`src/gba_pkg.sv`:
```
// Shared types and constants for the gyro bias auto-zero block.
`timescale 1ns / 1ps

package gba_pkg;

    localparam int unsigned NUM_AXES = 3;

    typedef logic signed [15:0] t_rate;
    typedef logic [31:0]        t_time_ms;
    typedef logic [14:0]        t_deadzone;
    typedef logic [15:0]        t_settle;
    typedef logic [15:0]        t_cfg_data;

    // Configuration register indexes.
    typedef enum logic [0:0] {
        CFG_DEADZONE = 1'b0,
        CFG_SETTLE   = 1'b1
    } t_cfg_index;

    localparam t_deadzone DEADZONE_RESET = 15'd10;
    localparam t_settle   SETTLE_RESET   = 16'd5000;

    localparam t_rate RATE_MAX = 16'sh7FFF;
    localparam t_rate RATE_MIN = 16'sh8000;

endpackage

```
`src/gyro_bias_auto_zero.sv`:
```
// Top level of the gyro bias auto-zero block.
`timescale 1ns / 1ps

// Gyro bias auto-zero. Each input transfer carries one raw three-axis gyro
// sample and its millisecond timestamp; each one produces exactly one output
// transfer with the sample minus the per-axis offset that was held before it,
// wrapped to 16 bits, and a calibrating flag. While calibrating, every offset
// moves one count toward the observed bias (up when its corrected axis is
// positive, down otherwise, saturating at the 16-bit limits). When all three
// corrected axes lie within plus or minus the deadzone, a rest window opens;
// once the window has stayed open for settle_time_ms, the offsets freeze and
// calibrating drops to zero until the next reset. The block is a two-register
// pipe: an input register and an output register, with the offset and window
// update done in the logic between them. It takes one sample per clock cycle
// while the output side is not stalling, and each result passes through the
// input register and then the output register. The input register is free
// to take a new sample whenever its content moves to the output register,
// so a waiting result does not block the input side until both registers
// are full. Configuration writes take effect at once and are meant to be
// made while no sample is in flight.
module gyro_bias_auto_zero (
    input  logic                  i_clk,
    input  logic                  i_rst_n,

    // Configuration write port.
    input  logic                  i_cfg_we,
    input  logic [0:0]            i_cfg_index,
    input  gba_pkg::t_cfg_data    i_cfg_data,

    // Input sample channel.
    input  logic                  i_valid,
    output logic                  o_stall,
    input  gba_pkg::t_rate        i_rate_x,
    input  gba_pkg::t_rate        i_rate_y,
    input  gba_pkg::t_rate        i_rate_z,
    input  gba_pkg::t_time_ms     i_now_ms,

    // Output result channel.
    output logic                  o_valid,
    input  logic                  i_stall,
    output gba_pkg::t_rate        o_fixed_x,
    output gba_pkg::t_rate        o_fixed_y,
    output gba_pkg::t_rate        o_fixed_z,
    output logic                  o_calibrating
);

    // Configuration registers.
    gba_pkg::t_deadzone r_deadzone;
    gba_pkg::t_settle   r_settle;

    // Input register.
    logic               r_s1_valid;
    gba_pkg::t_rate     r_s1_rate [gba_pkg::NUM_AXES];
    gba_pkg::t_time_ms  r_s1_now;

    // Calibration state.
    gba_pkg::t_rate     r_offset [gba_pkg::NUM_AXES];
    gba_pkg::t_rate     n_offset [gba_pkg::NUM_AXES];
    logic               r_window_open;
    logic               n_window_open;
    gba_pkg::t_time_ms  r_window_start;
    gba_pkg::t_time_ms  n_window_start;
    logic               r_done;
    logic               n_done;

    // Output register.
    logic               r_out_valid;
    gba_pkg::t_rate     r_out_fixed [gba_pkg::NUM_AXES];
    logic               r_out_cal;

    // Corrected sample of the item in the input register.
    gba_pkg::t_rate     fixed [gba_pkg::NUM_AXES];

    // The input register moves on when the output register is empty or is
    // being emptied in this cycle.
    logic               s1_advance;
    logic               s1_load;

    assign s1_advance = r_s1_valid && (!r_out_valid || !i_stall);
    assign o_stall    = r_s1_valid && !s1_advance;
    assign s1_load    = i_valid && !o_stall;

    // The corrected value uses the offset as it stands before this sample
    // updates it, and wraps to 16 bits on overflow.
    always_comb begin
        for (int i = 0; i < gba_pkg::NUM_AXES; i++) begin
            fixed[i] = r_s1_rate[i] - r_offset[i];
        end
    end

    // Offset training, rest window and timeout. Nothing changes once done.
    always_comb begin
        logic              all_in_range;
        logic signed [16:0] f_ext;
        logic signed [16:0] dz_pos;
        logic signed [16:0] dz_neg;
        gba_pkg::t_time_ms start;
        gba_pkg::t_time_ms elapsed;

        all_in_range   = 1'b1;
        dz_pos         = $signed({2'b00, r_deadzone});
        dz_neg         = -dz_pos;
        start          = r_window_start;
        elapsed        = '0;
        n_window_open  = r_window_open;
        n_window_start = r_window_start;
        n_done         = r_done;

        for (int i = 0; i < gba_pkg::NUM_AXES; i++) begin
            n_offset[i] = r_offset[i];
            f_ext       = 17'(fixed[i]);
            if (!r_done) begin
                if (fixed[i] > 16'sd0) begin
                    if (r_offset[i] != gba_pkg::RATE_MAX) begin
                        n_offset[i] = r_offset[i] + 16'sd1;
                    end
                end else begin
                    if (r_offset[i] != gba_pkg::RATE_MIN) begin
                        n_offset[i] = r_offset[i] - 16'sd1;
                    end
                end
            end
            // The most negative value can never fall inside the band, since
            // its lower edge is at least -32767.
            if (f_ext > dz_pos || f_ext < dz_neg) begin
                all_in_range = 1'b0;
            end
        end

        if (!r_done) begin
            if (all_in_range) begin
                // A window that opens with this sample starts at its timestamp.
                start          = r_window_open ? r_window_start : r_s1_now;
                elapsed        = r_s1_now - start;
                n_window_start = start;
                n_window_open  = 1'b1;
                if (elapsed >= {16'd0, r_settle}) begin
                    n_done = 1'b1;
                end
            end else begin
                n_window_open = 1'b0;
            end
        end
    end

    // Configuration registers.
    always_ff @(posedge i_clk) begin
        if (!i_rst_n) begin
            r_deadzone <= gba_pkg::DEADZONE_RESET;
            r_settle   <= gba_pkg::SETTLE_RESET;
        end else if (i_cfg_we) begin
            case (i_cfg_index)
                gba_pkg::CFG_DEADZONE: r_deadzone <= i_cfg_data[14:0];
                gba_pkg::CFG_SETTLE:   r_settle   <= i_cfg_data;
                default: ;
            endcase
        end
    end

    // Input register.
    always_ff @(posedge i_clk) begin
        if (!i_rst_n) begin
            r_s1_valid <= 1'b0;
        end else if (s1_load) begin
            r_s1_valid <= 1'b1;
        end else if (s1_advance) begin
            r_s1_valid <= 1'b0;
        end
    end

    always_ff @(posedge i_clk) begin
        if (s1_load) begin
            r_s1_rate[0] <= i_rate_x;
            r_s1_rate[1] <= i_rate_y;
            r_s1_rate[2] <= i_rate_z;
            r_s1_now     <= i_now_ms;
        end
    end

    // Calibration state moves exactly once per sample, when it leaves the
    // input register.
    always_ff @(posedge i_clk) begin
        if (!i_rst_n) begin
            for (int i = 0; i < gba_pkg::NUM_AXES; i++) begin
                r_offset[i] <= '0;
            end
            r_window_open  <= 1'b0;
            r_window_start <= '0;
            r_done         <= 1'b0;
        end else if (s1_advance) begin
            for (int i = 0; i < gba_pkg::NUM_AXES; i++) begin
                r_offset[i] <= n_offset[i];
            end
            r_window_open  <= n_window_open;
            r_window_start <= n_window_start;
            r_done         <= n_done;
        end
    end

    // Output register.
    always_ff @(posedge i_clk) begin
        if (!i_rst_n) begin
            r_out_valid <= 1'b0;
        end else if (s1_advance) begin
            r_out_valid <= 1'b1;
        end else if (!i_stall) begin
            r_out_valid <= 1'b0;
        end
    end

    always_ff @(posedge i_clk) begin
        if (s1_advance) begin
            for (int i = 0; i < gba_pkg::NUM_AXES; i++) begin
                r_out_fixed[i] <= fixed[i];
            end
            r_out_cal <= !n_done;
        end
    end

    assign o_valid       = r_out_valid;
    assign o_fixed_x     = r_out_fixed[0];
    assign o_fixed_y     = r_out_fixed[1];
    assign o_fixed_z     = r_out_fixed[2];
    assign o_calibrating = r_out_cal;

endmodule

```
`config.mk`:
```
export PLATFORM = sky130hd
export DESIGN_NAME = gyro_bias_auto_zero
export DESIGN_NICKNAME = d
export VERILOG_FILES = /design/src/gba_pkg.sv /design/src/gyro_bias_auto_zero.sv
export SDC_FILE = /design/constraint.sdc
export NUM_CORES = 1
export LEC_CHECK = 0
export BUFFER_PORTS_ARGS = -buffer_cell sky130_fd_sc_hd__buf_2
export CAP_MARGIN = 20
export CORE_MARGIN = 4
export CORE_UTILIZATION = 61
export CTS_CLUSTER_DIAMETER = 120
export DETAILED_ROUTE_END_ITERATION = 6
export GPL_ROUTABILITY_DRIVEN = 0
export PLACE_DENSITY = 0.81
export SYNTH_ARGS = -nofsm -noshare
export SYNTH_HDL_FRONTEND = slang
export SYNTH_SLANG_ARGS = --single-unit
```
`constraint.sdc`:
```
create_clock -name i_clk -period 8.7 [get_ports i_clk]
set_input_delay 1.74 -clock i_clk [delete_from_list [all_inputs] [get_ports i_clk]]
set_output_delay 1.74 -clock i_clk [all_outputs]
set_load 0.005 [all_outputs]
```
==> summary.md, run 1 <==
| Metric | Value |
|---|---|
| Outcome | `finished clean` |
| Resized cells post-CTS | `0` |
| DIE WIDTH | `177 um` |
| Top_reg_cell synth | `edfxtp_1` |
| Antenna diode count | `0` |
| Multi-input combinational cell area | `10,200 sq um` |
| Power consumption | `roughly 4.3 mW` |
| Drt initial violations | `1,408` |
| Sequential Power Share | `0.337` |
| EDFF count, synth | `~180` |
| Cell variety after synth | `70` |
| Worst slew slack as a fraction of its limit | `0.282` |
| # nets final | `2,287` |
| Hold buffer count at cts | `0` |
| Number of synthesis warnings | `0` |
| Pre-Repair DR Iteration Count | `6` |
| Critical path capture point type | `flop` |
| Internal power summed over all cells | `2.74 mW` |
| Number of hold violations in the final report | `0` |
| Worst Setup Slack post-DPL | `1.94 ns` |
| Synth Cell Area | `17,500 sq um` |
| Proportion of power drawn by combinational gates | `0.404` |
| Critical path required time | `8.98 ns` |
| Placed cell areas | `18,600 sq um` |
| Maximum buffer depth of the clock tree | `3` |
| DRT Wirelength | `43,300 um` |
| Class of the tightest hold or removal check | `flop to flop` |
| Setup clock skew after layout | `0.0251 ns` |
| Count of vias placed by the detailed router | `~14,000` |
| Share of layout cells above drive strength 1 | `0.124` |
| Pwr per Cell Area | `219 nW/um^2` |
| Initial Util | `0.624` |
| Reported max-cap violation count | `0` |
| Area of the placeable core | `28,000 sq um` |
| Part of the Yosys area used for sequential elements | `0.381` |
| Switching power share of the total | `0.361` |
| HPWL after DPL | `about 33,000 um` |
| Net switching power | `1.55 mW` |
| Num CTS Buffers | `26` |
| Fmax | `between 100 and 150 MHz` |
| Total instance count after detailed placement | `between 2,000 and 2,500` |
| Die Span Y | `177 um` |
| Area of the die | `31,400 sq um` |
| Pin count of the biggest net entering global routing | `between 80 and 90` |
| Sequential cell area | `6660 sq um` |
| Number of inserted filler cells in the final layout | `2,132` |
| Final setup violation count | `0` |
| DRC violations left | `0` |
| GRT Resource Usage Total | `0.268` |
| Count of port buffers added during placement | `152` |
| Sink Count | `244` |
| Crit-path cells | `ha_1 > inv_1 > fa_1 > a211oi_2 > o21bai_1 > a21oi_2 > xnor2_1 > or4b_1 > or4_1 > or4_1 > o41a_1 > inv_1 > ha_1 > a21oi_1 > o211ai_1 > a31oi_1 > o21ai_0 > a2111oi_0 > o41ai_1 > a21oi_1 > xor2_1 > xnor2_1 > nor2_1` |
| Clock tree from TritonCTS | `built` |
| Post-CTS repair timing setup buffer count | `0` |
| WP data arrival | `7.12 ns` |
| CTS clk-pin slew, worst paths | `0.06 ns` |
| Crit path largest cell delay | `0.56 ns` |
| Count of standard-cell rows | `between 60 and 70` |
| Via count normalized by instance count | `6.15` |
| Clock power frac | `0.258` |
| Final setup margin | `1.86 ns` |
| Number of cells in the finished layout apart from fillers | `between 2,000 and 2,500` |
| Final critical-path share of the clock period | `0.786` |
| Area delta synth->final | `11.7%` |
| Area of all placed cells without fillers | `19,500 sq um` |
| H-Tree Level Count | `1` |
| Remaining number of nets flagged by the antenna check after routing | `0` |
| Top fanout value on the critical path | `15` |
| Residual overflow from global routing | `0` |
| Cell with the largest stage delay on the worst path | `a2111oi_0` |
| Root buffer selected by CTS | `clkbuf_16` |
| Type of origin of the critical path | `flop` |
| Worst supply voltage drop on vdd | `0.000186 V` |
| Top-level port count | `153` |
| Setup repair after global routing missed its margin | `false` |
| Total negative slack for setup checks | `0 ns` |
| Clock latency at the later pin of the worst-skew pair | `0.55 ns` |
| Initial antenna violation count | `0` |
| Slew of the pin with the lowest slew margin | `approximately 1.1 ns` |
| WS Path Type | `flop to flop` |
| Wire per inst | `about 18 um` |
| Max Slew Vio Count | `0` |
| Static power due to leakage | `8.09 nW` |
| First-pass GRT wire length | `~69,000 um` |
| Avg Cell Area, Syn | `9.70 sq um` |
| Cell count after synthesis | `1,803` |
| Final worst path period need | `between 6 and 7 ns` |
| Share of flip-flops with an asynchronous set or reset after synthesis | `0` |
| Number of flip-flops and latches in the synthesized netlist | `roughly 240` |
| Net count after synthesis | `2,140` |
| Number of global-route vias before repair | `approximately 14,000` |
## placed cells by master (no fill, tap or decap), types with 10 or more instances in the layout
cell type	count
nand2_1	151
edfxtp_1	177
xor2_1	35
or2_2	30
nor2b_1	27
nor3_1	41
xnor2_1	80
a21boi_0	56
inv_1	136
a21oi_1	114
or4_1	10
o21a_1	28
o21bai_1	15
mux2i_1	36
nor4_1	18
o21ai_0	58
o211ai_1	25
and3_1	12
buf_2	152
a31oi_1	19
nand4_1	34
ha_1	228
buf_4	10
dfxtp_1	66
nand3_1	25
nand2b_1	12
a21o_1	50
clkbuf_16	28
nor2_1	117
a211oi_1	14
## worst paths after layout
| path | startpoint | end | slack (ns) | depth (start not counted) |
|---|---|---|---|---|
| worst max-delay path | r_offset[0][0]$_SDFFCE_PN0P_ | r_offset[0][15]$_SDFFCE_PN0P_ | 1.86 | 23 |
| worst min-delay path | r_window_start[12]$_SDFFE_PN0P_ | r_window_start[12]$_SDFFE_PN0P_ | 0.45 | 2 |
| worst max register to register | r_offset[0][0]$_SDFFCE_PN0P_ | r_offset[0][15]$_SDFFCE_PN0P_ | 1.86 | 23 |
| worst min register to register | r_window_start[12]$_SDFFE_PN0P_ | r_window_start[12]$_SDFFE_PN0P_ | 0.45 | 2 |
## through the flow
step	hold slack (ns)	util
floorplan	0.435	-
global placement	0.440	0.665
detailed placement	0.447	0.665
CTS	0.456	0.696
global route	0.481	0.697
finish	0.455	0.697
## cells by family after synthesis
logic type | after synthesis | synth area share
DFF | 244 | 0.381
muxes | 36 | 0.0206
AOI/OAI and AO/OA | 471 | 0.182
and+or+nand+nor | 521 | 0.148
adders and majority gates | 235 | 0.171
buffers and inverters | 180 | 0.0389
xor gates and xnor gates | 116 | 0.0589
## cells in the mapped netlist, types with 5 or more instances
cell type	number	area share
a211o_1	8	0.0040
o21a_1	28	0.012
a21oi_1	114	0.033
o31ai_1	8	0.0034
and2_1	6	0.0021
inv_1	136	0.029
a21o_1	50	0.021
nand3_1	25	0.0072
mux2i_1	36	0.021
o21ai_1	5	0.0014
o21bai_1	15	0.0064
nand4_1	34	0.012
dfxtp_1	67	0.077
xnor2_1	80	0.040
nand2b_1	12	0.0043
o211ai_1	25	0.011
fa_1	7	0.0080
o41ai_1	7	0.0035
nand2_1	151	0.032
xor2_1	35	0.018
or4_1	10	0.0043
nor2b_1	28	0.010
and4_1	7	0.0035
or3_1	7	0.0025
and3_1	12	0.0043
a31oi_1	19	0.0068
ha_1	228	0.16
clkbuf_1	39	0.0084
nor2_1	117	0.025
nor4b_1	5	0.0025
nor3_1	41	0.012
a21boi_0	56	0.024
a211oi_1	14	0.0060
nor4_1	18	0.0064
o31a_1	7	0.0035
o311ai_0	5	0.0025
o21ai_0	60	0.017
a2111oi_0	7	0.0035
edfxtp_1	177	0.30
or2_2	30	0.011
o2111ai_1	7	0.0035
## registers in the layout, summed over array words and instances, names as in the netlist
register	flops
r_s1_valid	1
r_settle	16
r_deadzone	15
r_offset	48
o_valid	1
r_s1_rate	48
r_done	1
r_out_fixed	48
r_window_open	1
r_window_start	32
r_s1_now	32
o_calibrating	1
## worst max-delay path, delay by kind of cell (launching register included)
family	cells	cell delay (ns)
xor+xnor	3	0.48
simple gates	4	1.52
flops	1	0.46
fa+ha+maj	3	0.98
compound gates	11	2.63
buf+inv	2	0.51
## final cells by class
cell class / count / share of cell area
multi-input cells: 1379 / 0.521
flip-flops and latches: 244 / 0.341
repair buffers: 163 / 0.0442
clock buffers: 36 / 0.0386
inverters: 136 / 0.0261
well taps: 378 / 0.0242
clock inverters: 12 / 0.00513
## power by group through the flow
stage	logic, mW	clock network (mW)	registers [mW]
after global placement	1.61	0	1.47
after CTS	1.70	1.12	1.44
final	1.73	1.11	1.45
after floorplan	1.28	0	1.44
after global routing	1.93	1.17	1.45
after detailed placement	1.69	0	1.47
## layer usage
metal / wire length [um] / global-route usage
met5: 0 / 0
met4: 1660 / 0.0986
met3: 3410 / 0.0441
met2: 20000 / 0.446
met1: 18300 / 0.354
(Power assumes the default switching activity.)
==> run 2: changes to the inputs <==
- clock period: 8.7 -> 6.7 ns (I/O delays scaled with it)
==> run 2 against run 1 <==
Effect of this change:
- cell count increased by 0.64%
- register-to-register slack worse by 1.4 ns
- combinational power grew 32%
- sequential power rose by 29%
- cell area grew 0.49%
- flip-flop and latch count unchanged
- critical endpoint is now r_offset[0][31]$_SDFFCE_PN0P_
==> summary.md, run 2 (synthesized netlist as in run 1, its figures left out) <==
| Metric | Value |
|---|---|
| Outcome | `finished clean` |
| Type of origin of the critical path | `flop` |
| Top fanout value on the critical path | `8 (-7)` |
| Final critical-path share of the clock period | `0.936 (+0.150)` |
| Class of the tightest hold or removal check | `flop to flop` |
| Count of standard-cell rows | `61 (unchanged)` |
| Smallest hold slack | `0.457 ns (+0.00283 ns)` |
| Antenna diode count | `0 (unchanged)` |
| Slew of the pin with the lowest slew margin | `1.03 ns (-0.0469 ns)` |
| Initial antenna violation count | `0 (unchanged)` |
| Drt initial violations | `1,239 (-12%)` |
| Via count normalized by instance count | `6.14 (-0.10%)` |
| Critical path required time | `6.98 ns (-2.00 ns)` |
| Max Slew Vio Count | `0 (unchanged)` |
| Final setup violation count | `0 (unchanged)` |
| Total instance count after detailed placement | `2,307 (+0.39%)` |
| Worst slew slack as a fraction of its limit | `0.305 (+0.0226)` |
| Sink Count | `244 (unchanged)` |
| Area of the placeable core | `28,000 sq um (unchanged)` |
| Num CTS Buffers | `27 (+3.8%)` |
| Count of vias placed by the detailed router | `14,509 (+0.53%)` |
| Fmax | `159 MHz (+9.0%)` |
| Residual overflow from global routing | `0 (unchanged)` |
| # nets final | `2,302 (+0.66%)` |
| Worst Setup Slack post-DPL | `0.197 ns (-1.75 ns)` |
| Crit path largest cell delay | `0.59 ns (+0.03 ns)` |
| Worst supply voltage drop on vdd | `0.000207 V (+11%)` |
| Pin count of the biggest net entering global routing | `65 (-20%)` |
| Pwr per Cell Area | `283 nW/um^2 (+29%)` |
| H-Tree Level Count | `1 (unchanged)` |
| Setup clock skew after layout | `0.0207 ns (-0.00436 ns)` |
| Number of inserted filler cells in the final layout | `2,112 (-0.94%)` |
| Top-level port count | `153 (unchanged)` |
| Clock tree from TritonCTS | `built` |
| Die Span Y | `177 um (unchanged)` |
| Count of port buffers added during placement | `152 (unchanged)` |
| Leading cell type in the layout, fill and taps excluded | `ha_1` |
| Buffers & Inverters on Critical Path | `1 (-1)` |
| Area of the die | `31,400 sq um (unchanged)` |
| Number of cells in the finished layout apart from fillers | `2,363 (+0.64%)` |
| Share of layout cells above drive strength 1 | `0.130 (+0.00561)` |
| Hold buffer count at cts | `0 (unchanged)` |
| WS Path Type | `flop to flop` |
| Critical path capture point type | `flop` |
| First-pass GRT wire length | `69,200 um (+0.74%)` |
| Remaining number of nets flagged by the antenna check after routing | `0 (unchanged)` |
| GRT Resource Usage Total | `0.270 (+0.00210)` |
| Maximum buffer depth of the clock tree | `3 (unchanged)` |
| Number of global-route vias before repair | `13,975 (-0.093%)` |
| Clock latency at the later pin of the worst-skew pair | `0.55 ns (about the same)` |
| Most used cells in the layout excluding fill and tap cells | `228 x ha_1, 177 x edfxtp_1, 152 x buf_2, 151 x nand2_1, 135 x inv_1` |
| DRT Wirelength | `43,300 um (about the same)` |
| HPWL after DPL | `32,600 um (+0.14%)` |
| Area delta synth->final | `12.2%` |
| Top cell family by delay on the critical path | `compound AO/OA/AOI/OAI gates` |
| DIE WIDTH | `177 um (unchanged)` |
| Crit-path cells | `ha_1 > fa_1 > nor2b_1 > o2111ai_1 > nand3b_1 > xor2_1 > nor4b_1 > or4b_1 > or4_1 > o31ai_4 > buf_4 > ha_1 > a21o_1 > a2111oi_1 > o41ai_1 > a41o_1 > a2111oi_4 > o41ai_1 > xor2_1 > xnor2_1 > nor2_1` |
| Wire per inst | `18.3 um (-0.67%)` |
| CTS clk-pin slew, worst paths | `0.06 ns (about the same)` |
| DRC violations left | `0 (unchanged)` |
| Final setup margin | `0.426 ns (-1.43 ns)` |
| Static power due to leakage | `8.14 nW (+0.61%)` |
| Initial Util | `0.624 (unchanged)` |
| Cell with the largest stage delay on the worst path | `o41ai_1` |
| Pre-Repair DR Iteration Count | `5 (-1)` |
| Registers with the highest flip-flop counts | `r_offset x48, r_out_fixed x48, r_s1_rate x48` |
| Root buffer selected by CTS | `clkbuf_16` |
| Final worst path period need | `6.27 ns (-0.565 ns)` |
| WP data arrival | `6.56 ns (-0.56 ns)` |
| Power consumption | `5.55 mW (+30%)` |
| Reported max-cap violation count | `0 (unchanged)` |
| Number of hold violations in the final report | `0 (unchanged)` |
==> run 2: path summary, 6_finish.rpt <==
check             cells after the start                       startpoint                         endpoint  slack [ns]
hold / removal                        2  r_window_start[30]$_SDFFE_PN0P_  r_window_start[30]$_SDFFE_PN0P_        0.46
setup / recovery                     21    r_offset[0][16]$_SDFFCE_PN0P_    r_offset[0][31]$_SDFFCE_PN0P_        0.43
hold reg to reg                       2  r_window_start[30]$_SDFFE_PN0P_  r_window_start[30]$_SDFFE_PN0P_        0.46
setup reg to reg                     21    r_offset[0][16]$_SDFFCE_PN0P_    r_offset[0][31]$_SDFFCE_PN0P_        0.43
==> run 2: routing by layer <==
| layer | up-vias | track usage | part of all wire | wire (um) |
|---|---|---|---|---|
| met2 | 537 | 0.451 | 0.46 | 20000 |
| met4 | 0 | 0.101 | 0.042 | 1800 |
| met5 | - | 0 | 0 | 0 |
| li1 | 6988 | - | - | - |
| met1 | 6863 | 0.356 | 0.43 | 18600 |
| met3 | 121 | 0.0426 | 0.068 | 2940 |
==> run 2: stage by stage <==
step           TNS [ns]  instance area (sq um)   util
6_report              0                  19600  0.701
5_1_grt         -0.0235                  19600  0.701
4_1_cts               0                  19500  0.697
3_5_place_dp          0                  18700  0.668
3_3_place_gp          0                  18700  0.668
2_1_floorplan         0                  17500      -
==> run 2: worst min-delay path: cells and delay by family (launching register included) <==
kind | cells | cell delay, ns
AO/OA/AOI/OAI | 1 | 0.05
flip-flops | 1 | 0.31
AND/OR/NAND/NOR | 1 | 0.05
==> run 2: cell type report <==
type                       instances  area, sq um  share of cell area
inverter                         136          510              0.0260
tap                              378          473              0.0241
clock inverter                    14         85.1             0.00434
clock buffer                      35          726              0.0370
multi-input combinational       1379        10200               0.520
timing repair buffer             177          961              0.0490
sequential                       244         6660               0.339
==> run 2: what timing repair did <==
item                                    4_1_cts  5_1_grt
gates resized for setup                       0        9
endpoints found under the setup margin        0        5
buffers inserted                              0        5
hold endpoints to repair                      0        0
==> run 2: power breakdown <==
| part | internal, mW | switching (mW) | total (mW) | leakage, nW |
|---|---|---|---|---|
| combinational | 0.975 | 1.31 | 2.29 | 5.45 |
| sequential | 1.78 | 0.0905 | 1.87 | 2.29 |
| clock | 0.793 | 0.595 | 1.39 | 0.400 |
| total | 3.55 | 2.00 | 5.55 | 8.14 |
==> run 3: changes to the inputs <==
- BUFFER_PORTS_ARGS: -buffer_cell sky130_fd_sc_hd__buf_2 -> unset
- CORE_UTILIZATION: 61 -> 62
- DONT_BUFFER_PORTS: unset -> 1
- PLACE_DENSITY: 0.81 -> 0.78
==> run 3 against run 2 <==
Effect of this change:
- via count is 4.8% lower
- global-route usage is 0.44 points lower
- clock power grew 14%
- sequential power about the same
- largest power group unchanged
==> summary.md, run 3 (synthesized netlist as in run 1, its figures left out) <==
| Metric | Value |
|---|---|
| Crit-path cells | `ha_1 > inv_1 > fa_1 > a211oi_2 > o21bai_1 > a21oi_2 > xnor2_1 > or4b_1 > or4_1 > or4_1 > o41a_1 > inv_2 > buf_4 > ha_1 > a21o_1 > a21oi_1 > o21ai_0 > a2111oi_2 > o41ai_1 > a21oi_1 > xor2_1 > xnor2_1 > nor2_1` |
| Buffers & Inverters on Critical Path | `3 (+2)` |
| Number of inserted filler cells in the final layout | `2,189 (+3.6%)` |
| Count of standard-cell rows | `61 (unchanged)` |
| First-pass GRT wire length | `67,300 um (-2.8%)` |
| Final worst path period need | `6.30 ns (+0.0232 ns)` |
| Share of layout cells above drive strength 1 | `0.0586 (-0.0714)` |
| Wire per inst | `19.2 um (+4.9%)` |
| Number of cells in the finished layout apart from fillers | `2,206 (-6.6%)` |
| Number of global-route vias before repair | `13,387 (-4.2%)` |
| DRC violations left | `0 (unchanged)` |
| Final critical-path share of the clock period | `0.940 (+0.00346)` |
| Root buffer selected by CTS | `clkbuf_16` |
| Drt initial violations | `1,038 (-16%)` |
| Leading cell type in the layout, fill and taps excluded | `ha_1` |
| Top cell family by delay on the critical path | `compound AO/OA/AOI/OAI gates` |
| Crit path largest cell delay | `0.53 ns (-0.06 ns)` |
| Static power due to leakage | `7.54 nW (-7.4%)` |
| Registers with the highest flip-flop counts | `r_offset x48, r_out_fixed x48, r_s1_rate x48` |
| Area of the die | `31,000 sq um (-1.5%)` |
| Clock power frac | `0.278 (+0.028)` |
| Slew of the pin with the lowest slew margin | `1.04 ns (+0.00615 ns)` |
| WS Path Type | `flop to flop` |
| Maximum buffer depth of the clock tree | `3 (unchanged)` |
| Remaining number of nets flagged by the antenna check after routing | `0 (unchanged)` |
| DRT Wirelength | `42,400 um (-2.1%)` |
| Final setup violation count | `0 (unchanged)` |
| Initial antenna violation count | `1 (+1)` |
| Num CTS Buffers | `28 (+3.7%)` |
| Setup clock skew after layout | `0.0126 ns (-0.00807 ns)` |
| Most used cells in the layout excluding fill and tap cells | `228 x ha_1, 177 x edfxtp_1, 151 x nand2_1, 135 x inv_1, 117 x nor2_1` |
| Placed cell areas | `17,900 sq um (-4.1%)` |
| Worst supply voltage drop on vdd | `0.000279 V (+35%)` |
| H-Tree Level Count | `1 (unchanged)` |
| Internal power summed over all cells | `3.66 mW (+3.2%)` |
| Type of origin of the critical path | `flop` |
| Total instance count after detailed placement | `2,153 (-6.7%)` |
| # nets final | `2,142 (-7.0%)` |
| Clock latency at the later pin of the worst-skew pair | `0.55 ns (about the same)` |
| Class of the tightest hold or removal check | `flop to flop` |
| Top fanout value on the critical path | `10 (+2)` |
| Total negative slack for setup checks | `0 ns (unchanged)` |
| WP data arrival | `6.59 ns (+0.03 ns)` |
| Outcome | `finished clean` |
| Clock tree from TritonCTS | `built` |
| Worst Setup Slack post-DPL | `0.329 ns (+0.133 ns)` |
| Setup repair after global routing missed its margin | `false` |
| Sequential Power Share | `0.332 (-0.005)` |
| Pin count of the biggest net entering global routing | `75 (+15%)` |
| DIE WIDTH | `176 um (-0.77%)` |
| Area of all placed cells without fillers | `18,900 sq um (-3.6%)` |
| HPWL after DPL | `31,900 um (-2.1%)` |
| Fmax | `159 MHz (-0.37%)` |
| Max Slew Vio Count | `0 (unchanged)` |
| Reported max-cap violation count | `0 (unchanged)` |
| CTS clk-pin slew, worst paths | `0.06 ns (about the same)` |
| Post-CTS repair timing setup buffer count | `0 (unchanged)` |
| Pre-Repair DR Iteration Count | `6 (+1)` |
| Critical path capture point type | `flop` |
| Proportion of power drawn by combinational gates | `0.389 (-0.024)` |
| Via count normalized by instance count | `6.26 (+2.0%)` |
| Final setup margin | `0.402 ns (-0.0232 ns)` |
| Sink Count | `244 (unchanged)` |
| Residual overflow from global routing | `0 (unchanged)` |
| Die Span Y | `176 um (-0.77%)` |
| Worst slew slack as a fraction of its limit | `0.308 (+0.00315)` |
| Cell with the largest stage delay on the worst path | `or4b_1` |
| Pwr per Cell Area | `300 nW/um^2 (+5.9%)` |
| Area delta synth->final | `8.16%` |
| Count of port buffers added during placement | `0 (-100%)` |
| Initial Util | `0.630 (+0.00515)` |
| Area of the placeable core | `27,800 sq um (-0.82%)` |
| Number of hold violations in the final report | `0 (unchanged)` |
| Net switching power | `2.00 mW (+0.15%)` |
| GRT Resource Usage Total | `0.265 (-0.00440)` |
| Top-level port count | `153 (unchanged)` |
| Critical path required time | `6.99 ns (about the same)` |
| Switching power share of the total | `0.354 (-0.00679)` |
| Count of vias placed by the detailed router | `13,815 (-4.8%)` |
| Power consumption | `5.67 mW (+2.1%)` |
-- run 3: layer usage --
layer | part of all wire | wire, um | GRT usage
met5 | 0 | 0 | 0
met2 | 0.45 | 19300 | 0.438
met1 | 0.43 | 18300 | 0.356
met4 | 0.036 | 1520 | 0.0877
met3 | 0.077 | 3280 | 0.0490
-- run 3: path summary, 6_finish.rpt --
kind                                                       from                         endpoint  slack [ns]  cells past startpoint
worst max register to register     r_offset[0][0]$_SDFFCE_PN0P_    r_offset[0][15]$_SDFFCE_PN0P_        0.40                     23
worst min register to register  r_window_start[30]$_SDFFE_PN0P_  r_window_start[30]$_SDFFE_PN0P_        0.45                      2
worst max-delay path               r_offset[0][0]$_SDFFCE_PN0P_    r_offset[0][15]$_SDFFCE_PN0P_        0.40                     23
worst min-delay path            r_window_start[30]$_SDFFE_PN0P_  r_window_start[30]$_SDFFE_PN0P_        0.45                      2
-- run 3: what timing repair did --
item	in CTS	in global routing
hold buffers	0	0
setup endpoints to repair	0	4
gates resized for setup	0	7
-- run 3: layout make-up --
class / count / area, sq um / share of cell area
Clock buffer: 36 / 762 / 0.0403
Clock inverter: 16 / 193 / 0.0102
Sequential cell: 244 / 6660 / 0.352
Timing Repair Buffer: 16 / 120 / 0.00635
Inverter: 136 / 510 / 0.0270
Multi-Input combinational cell: 1379 / 10200 / 0.539
Tap cell: 378 / 473 / 0.0250
Antenna cell: 1 / 2.50 / 0.000132
-- run 3: power groups by stage --
stage               logic, mW  clock network [mW]  registers (mW)
detailed placement       2.13                   0            1.91
global placement         2.05                   0            1.91
global route             2.47                1.67            1.89
CTS                      2.16                1.60            1.88
finish                   2.21                1.58            1.88
floorplan                1.67                   0            1.87
-- run 3: worst register-to-register path, stage by stage (launching register included) --
cell and delay (ns):
edfxtp_1 0.48, ha_1 0.22, inv_1 0.05, fa_1 0.42
a211oi_2 0.27, o21bai_1 0.12, a21oi_2 0.15, xnor2_1 0.14
or4b_1 0.53, or4_1 0.50, or4_1 0.41, o41a_1 0.42
inv_2 0.15, buf_4 0.20, ha_1 0.29, a21o_1 0.18
a21oi_1 0.17, o21ai_0 0.16, a2111oi_2 0.46, o41ai_1 0.13
a21oi_1 0.19, xor2_1 0.19, xnor2_1 0.14, nor2_1 0.05
-- run 3: metrics by stage --
stage | hold WS, ns | util
after floorplan | 0.435 | -
after global placement | 0.440 | 0.645
after detailed placement | 0.446 | 0.645
after CTS | 0.454 | 0.680
after global routing | 0.479 | 0.681
final | 0.452 | 0.681
